$ cat src/hdl/isort_pkg.sv
// Shared types and constants for the insertion sorter cell chain.
package isort_pkg;

	localparam int DEPTH  = 16;
	localparam int DATA_W = 32;

	typedef logic signed [DATA_W-1:0] data_t;

	// Broadcast control that every cell of the chain sees in the same cycle.
	typedef struct packed {
		logic  ins;    // insert the broadcast value this cycle
		logic  pop;    // shift the whole chain one place toward the head
		data_t value;  // value being inserted
	} cell_ctrl_t;

endpackage

$ cat src/hdl/isort_cell.sv
// One cell of the insertion sorter chain: a stored value, its valid bit and the compare.
module isort_cell
	import isort_pkg::*;
(
	input  logic       clk,
	input  logic       arst_n,
	input  cell_ctrl_t ctrl,
	input  logic       prev_take,
	input  logic       prev_valid,
	input  data_t      prev_val,
	input  logic       next_valid,
	input  data_t      next_val,
	output logic       take,
	output logic       valid,
	output data_t      val
);

	logic  valid_q;
	data_t val_q;

	// A cell takes part in the insertion when it is empty or holds a strictly
	// greater value, so equal values keep their arrival order.
	assign take  = !valid_q || (ctrl.value < val_q);
	assign valid = valid_q;
	assign val   = val_q;

	// Only the first empty cell, the one right behind the occupied run, becomes
	// occupied on an insertion; empty cells further down stay empty.
	always_ff @(posedge clk or negedge arst_n) begin
		if (!arst_n) begin
			valid_q <= 1'b0;
		end else if (ctrl.pop) begin
			valid_q <= next_valid;
		end else if (ctrl.ins && take && prev_valid) begin
			valid_q <= 1'b1;
		end
	end

	always_ff @(posedge clk) begin
		if (ctrl.pop) begin
			val_q <= next_val;
		end else if (ctrl.ins && take) begin
			val_q <= prev_take ? prev_val : ctrl.value;
		end
	end

endmodule

$ cat src/hdl/insertion_sorter.sv
// Top level of the streaming insertion sorter built from a chain of compare cells.
// Latency: a value is placed in the chain in the cycle it is accepted; after the
// transaction marked last, the smallest value is offered in the next cycle.
// Throughput: one input transaction per cycle while a set fills, then one result
// per cycle while it drains and out_ready is high, as the chain shifts to its head.
// Reset (arst_n low) empties every cell, clears the overflow flag and ends draining.
module insertion_sorter
	import isort_pkg::*;
(
	input  logic  clk,
	input  logic  arst_n,
	input  logic  in_valid,
	output logic  in_ready,
	input  data_t value,
	input  logic  last_in,
	output logic  out_valid,
	input  logic  out_ready,
	output data_t sorted_value,
	output logic  last_out,
	output logic  overflow
);

	// Two phases: the chain fills from input transactions, then drains from its head.
	localparam logic ST_FILL  = 1'b0;
	localparam logic ST_DRAIN = 1'b1;

	logic             state_q;
	logic             dropped_q;
	cell_ctrl_t       ctrl;
	logic [DEPTH-1:0] take_w;
	logic [DEPTH-1:0] valid_w;
	data_t            val_w [DEPTH];
	logic             in_fire;
	logic             out_fire;
	logic             full;

	// The chain is full when its tail cell holds a value; valid cells always
	// form a contiguous run starting at the head.
	assign full     = valid_w[DEPTH-1];
	assign in_ready = (state_q == ST_FILL);
	assign in_fire  = in_valid && in_ready;

	// Cell zero is the output register: the head of the chain holds the next
	// smallest value, and the result is the last one when cell one is empty.
	assign out_valid    = (state_q == ST_DRAIN) && valid_w[0];
	assign sorted_value = val_w[0];
	assign last_out     = !valid_w[1];
	assign overflow     = dropped_q;
	assign out_fire     = out_valid && out_ready;

	// A value that arrives when every cell is occupied is dropped, not inserted.
	assign ctrl.ins   = in_fire && !full;
	assign ctrl.pop   = out_fire;
	assign ctrl.value = value;

	genvar gi;
	generate
		for (gi = 0; gi < DEPTH; gi++) begin : g_cell
			logic  prev_take;
			logic  prev_valid;
			data_t prev_val;
			logic  next_valid;
			data_t next_val;

			// The head cell behaves as if an occupied cell stood in front of it.
			if (gi == 0) begin : g_head
				assign prev_take  = 1'b0;
				assign prev_valid = 1'b1;
				assign prev_val   = '0;
			end else begin : g_body
				assign prev_take  = take_w[gi-1];
				assign prev_valid = valid_w[gi-1];
				assign prev_val   = val_w[gi-1];
			end

			if (gi == DEPTH - 1) begin : g_tail
				assign next_valid = 1'b0;
				assign next_val   = '0;
			end else begin : g_link
				assign next_valid = valid_w[gi+1];
				assign next_val   = val_w[gi+1];
			end

			isort_cell u_cell (
				.clk        (clk),
				.arst_n     (arst_n),
				.ctrl       (ctrl),
				.prev_take  (prev_take),
				.prev_valid (prev_valid),
				.prev_val   (prev_val),
				.next_valid (next_valid),
				.next_val   (next_val),
				.take       (take_w[gi]),
				.valid      (valid_w[gi]),
				.val        (val_w[gi])
			);
		end
	endgenerate

	// Phase control and the per-set overflow flag. The closing transaction is
	// always stored or dropped against a full chain, so draining never starts
	// on an empty chain.
	always_ff @(posedge clk or negedge arst_n) begin
		if (!arst_n) begin
			state_q   <= ST_FILL;
			dropped_q <= 1'b0;
		end else begin
			case (state_q)
				ST_FILL: begin
					if (in_fire) begin
						if (full) begin
							dropped_q <= 1'b1;
						end
						if (last_in) begin
							state_q <= ST_DRAIN;
						end
					end
				end
				ST_DRAIN: begin
					if (out_fire && last_out) begin
						state_q   <= ST_FILL;
						dropped_q <= 1'b0;
					end
				end
				default: begin
					state_q <= ST_FILL;
				end
			endcase
		end
	end

	// Occupied cells always form a contiguous run from the head of the chain.
	a_valid_prefix: assert property (@(posedge clk) disable iff (!arst_n)
		((valid_w + 1'b1) & valid_w) == '0)
		else $error("occupied cells are not contiguous from the head");

	// Closing a set always produces a result in the following cycle.
	a_close_emits: assert property (@(posedge clk) disable iff (!arst_n)
		(in_fire && last_in) |=> out_valid)
		else $error("closed set produced no result");

	// Results leave in ascending order within a set.
	a_ascending: assert property (@(posedge clk) disable iff (!arst_n)
		(out_fire && !last_out) |=> (out_valid && (sorted_value >= $past(sorted_value))))
		else $error("results are not in ascending order");

	// The overflow flag does not change while a set is being drained.
	a_overflow_hold: assert property (@(posedge clk) disable iff (!arst_n)
		((state_q == ST_DRAIN) && !(out_fire && last_out)) |=> $stable(overflow))
		else $error("overflow changed during a drain");

endmodule
$ cat config.mk
export PLATFORM = sky130hd
export DESIGN_NAME = insertion_sorter
export DESIGN_NICKNAME = d
export VERILOG_FILES = /design/src/hdl/isort_pkg.sv /design/src/hdl/isort_cell.sv /design/src/hdl/insertion_sorter.sv
export SDC_FILE = /design/constraint.sdc
export NUM_CORES = 2
export LEC_CHECK = 0
export BUFFER_PORTS_ARGS = -buffer_cell sky130_fd_sc_hd__buf_4
export CORE_MARGIN = 8
export CORE_UTILIZATION = 45
export CTS_CLUSTER_DIAMETER = 50
export DETAILED_ROUTE_END_ITERATION = 7
export GPL_ROUTABILITY_DRIVEN = 0
export GPL_TIMING_DRIVEN = 0
export PLACE_DENSITY_LB_ADDON = 0.05
export SLEW_MARGIN = 15
export SYNTH_ARGS = -nofsm -noshare
export SYNTH_HDL_FRONTEND = slang
export SYNTH_HIERARCHICAL = 1
export SYNTH_SLANG_ARGS = --single-unit
$ cat constraint.sdc
create_clock -name clk -period 5.1 [get_ports clk]
set_input_delay 0.51 -clock clk [delete_from_list [all_inputs] [get_ports clk]]
set_output_delay 0.51 -clock clk [all_outputs]
set_load 0.03 [all_outputs]
==> results.toml <==
[global_route]
grt_pass1_vias = 31400
grt_pass1_wl_um = 164000
grt_max_degree = 99
grt_antenna_before_repair = 0
grtUsageMet3_pct = 2.70
grt_util_all_layers_pct = 20.2
grt.busiest_layer = "met2"
grt_overflow = 0
grt_use_met2_pct = 37.2
grt_use_met1_pct = 24.6

[timing]
fin_worst_skew_ps = 19.3
grt_setup_unrepaired = "false"
hold_viol = 0
setup_violations = 0
fin_setup_tns_ps = 0
worst_slack_ps = 1590
fin_crit_sh_pct = 68.8
tightest_slew_ps = 811
slew_headroom_pct = 45.7
fmaxAchievable_mhz = 285
slew_viol_final = 0
fin_crit_ps = 3510

[cts]
clk_pin_slew_ps = 50
cts_buffers = 88
cts_buffer_depth = 3
h-tree-depth = 3
clk_root_buffer_cell = "clkbuf_16"
clock_sinks = 530
insertion_delay_ps = 630
cts_resized = 0
cts_setup_buffers = 0
cts_tree = "yes"

[route]
drc = 0
wire_per_inst_um = 17.8
via_per_inst = 5.23
via_count = 29800
drtPass1Iterations = 6
routed_wl_um = 102000
drt_iter0_drc = 1340
postRouteAntennaNets = 0

[power]
p_int_uw = 16300
power.leakage_uw = 0.0219
power_density_nw_per_um2 = 582
switchingPower_uw = 10400
vdd_drop_max_mv = 0.402
power.share.switching_pct = 39.0
clkPwrFrac_pct = 23.4
finalPower_uw = 26700
pwr-share-comb_pct = 41.9
seqPwrFrac_pct = 34.7

[placed_design]
pre_cts_slack_ps = 1040
placedCellCount = 5537
numPortBuffers = 72
hpwl_um = 81700
placed_area_um2 = 42800

[finish]
areaGrowthSynthToFinish_pct = 14.5
final_layout_size_suffix_gt1_share_pct = 8.73
final_design_area_no_fill_um2 = 45900
mostFrequentLayoutCells = "nand2_1 (703), o21ai_0 (592), inv_1 (514)"
final_common_cell = "nand2_1"
nNetsFinal = 4997
diodes = 0
layout.cells.non_filler = 5703
seqCellArea_um2 = 15800
multi_input_area_um2 = 21900
fillers = 8459

[critical_path]
r2r-start = "g_cell[0].u_cell/val[7]"
arrival_ps = 3860
crit_family = "compound AO/OA/AOI/OAI gates"
crit_path_max_incr_delay_ps = 480
crit_chain = "inv_1, ha_1, nand4_1, o311a_1, o41ai_2, a31oi_1, mux2_1, clkbuf_1, buf_2, mux2i_1, o21ai_0"
path_buf_inv = 3
cp_slowest_cell = "o41ai_2"
crit_path_start_kind = "flop"
rr_worst_depth = 11
critPathMaxFanout = 10
reg2reg_setup_slack_ps = 1590
worst_setup_path_end_kind = "flop"
crit_type = "reg -> reg"
reg2reg_to = "g_cell[1].u_cell/val[8]"
cp.required_ps = 5450
critPathLaunch = "g_cell[0].u_cell/val[7]"

[synthesis]
synth_cells = 4185
ys_warn_count = 6
syn_avg_cell_area_um2 = 9.57
synth_area_um2 = 40100

[hold_path]
hp-class = "in -> reg"
hold_depth = 3
worstHoldEndpoint = "state_q"
hold_path.startpoint = "last_in"

[die]
io_pins = 73
die-area_um2 = 98800
die_h_um = 314
coreArea_um2 = 88200
start_util_pct = 45.4
fp.dieW_um = 314
rows = 109

[run]
cap_viol_max_count = 0

[status]
status = "finished, final reports clean"
-- power groups by stage --
| stage | combinational (uW) | clock (uW) | sequential [uW] |
|---|---|---|---|
| 2_1_floorplan | 8090 | 0 | 8980 |
| 3_3_place_gp | 10800 | 0 | 9480 |
| 3_5_place_dp | 11400 | 0 | 9350 |
| 4_1_cts | 11400 | 6400 | 9270 |
| 5_1_grt | 12800 | 6560 | 9540 |
| 6_report | 11200 | 6260 | 9260 |
-- worst reg2reg max path, delay by kind of cell (launching register included) --
family | cells | cell delay, ps
adder cells (fa/ha/maj) | 1 | 310
multiplexers | 2 | 530
AO/OA/AOI/OAI | 4 | 1150
buffers and inverters | 3 | 770
flip-flops | 1 | 380
AND/OR/NAND/NOR | 1 | 100
-- how the worst max path moves through the flow --
stage | to | slack (ps) | cells after the start
floorplan | g_cell[0].u_cell/val[0] | 10 | 3
global placement | g_cell[14].u_cell/val[7] | -2810 | 3
detailed placement | g_cell[1].u_cell/val[5] | 1040 | 12
CTS | g_cell[1].u_cell/val[5] | 1460 | 11
global route | g_cell[1].u_cell/val[21] | 1300 | 11
finish | g_cell[1].u_cell/val[8] | 1590 | 11
-- metrics by stage --
stage | utilization (%) | hold slack (ps)
after floorplan | - | 214
after global placement | 47.9 | 412
after detailed placement | 48.5 | 416
after CTS | 52.0 | 141
after global routing | 52.0 | 176
final | 52.0 | 181
-- state kept, by name, indices dropped and copies added (netlist names) --
name                 flops
g_cell.u_cell/val      512
overflow                 1
state_q                  1
g_cell.u_cell/valid     16
-- per-layer routing --
layer | routed length (um) | up-vias
met5 | 0 | -
met1 | 45200 | 13800
met2 | 51000 | 363
li1 | - | 15500
met3 | 2790 | 154
met4 | 2750 | 0
-- area by class of cell --
class / instances / area share (%)
multi-input cells: 3030 / 47.8
plain buffers: 176 / 1.57
well taps: 1165 / 3.18
clock inverters: 59 / 1.53
inverters: 514 / 4.21
repair buffers: 124 / 2.08
clock buffers: 105 / 5.17
flip-flops and latches: 530 / 34.5
-- timing repair --
action / CTS / global route
hold endpoints to repair: 18 / 0
endpoints found under the setup margin: 0 / 0
hold buffers: 1 / 0
Power figures use the tool's default switching activity.
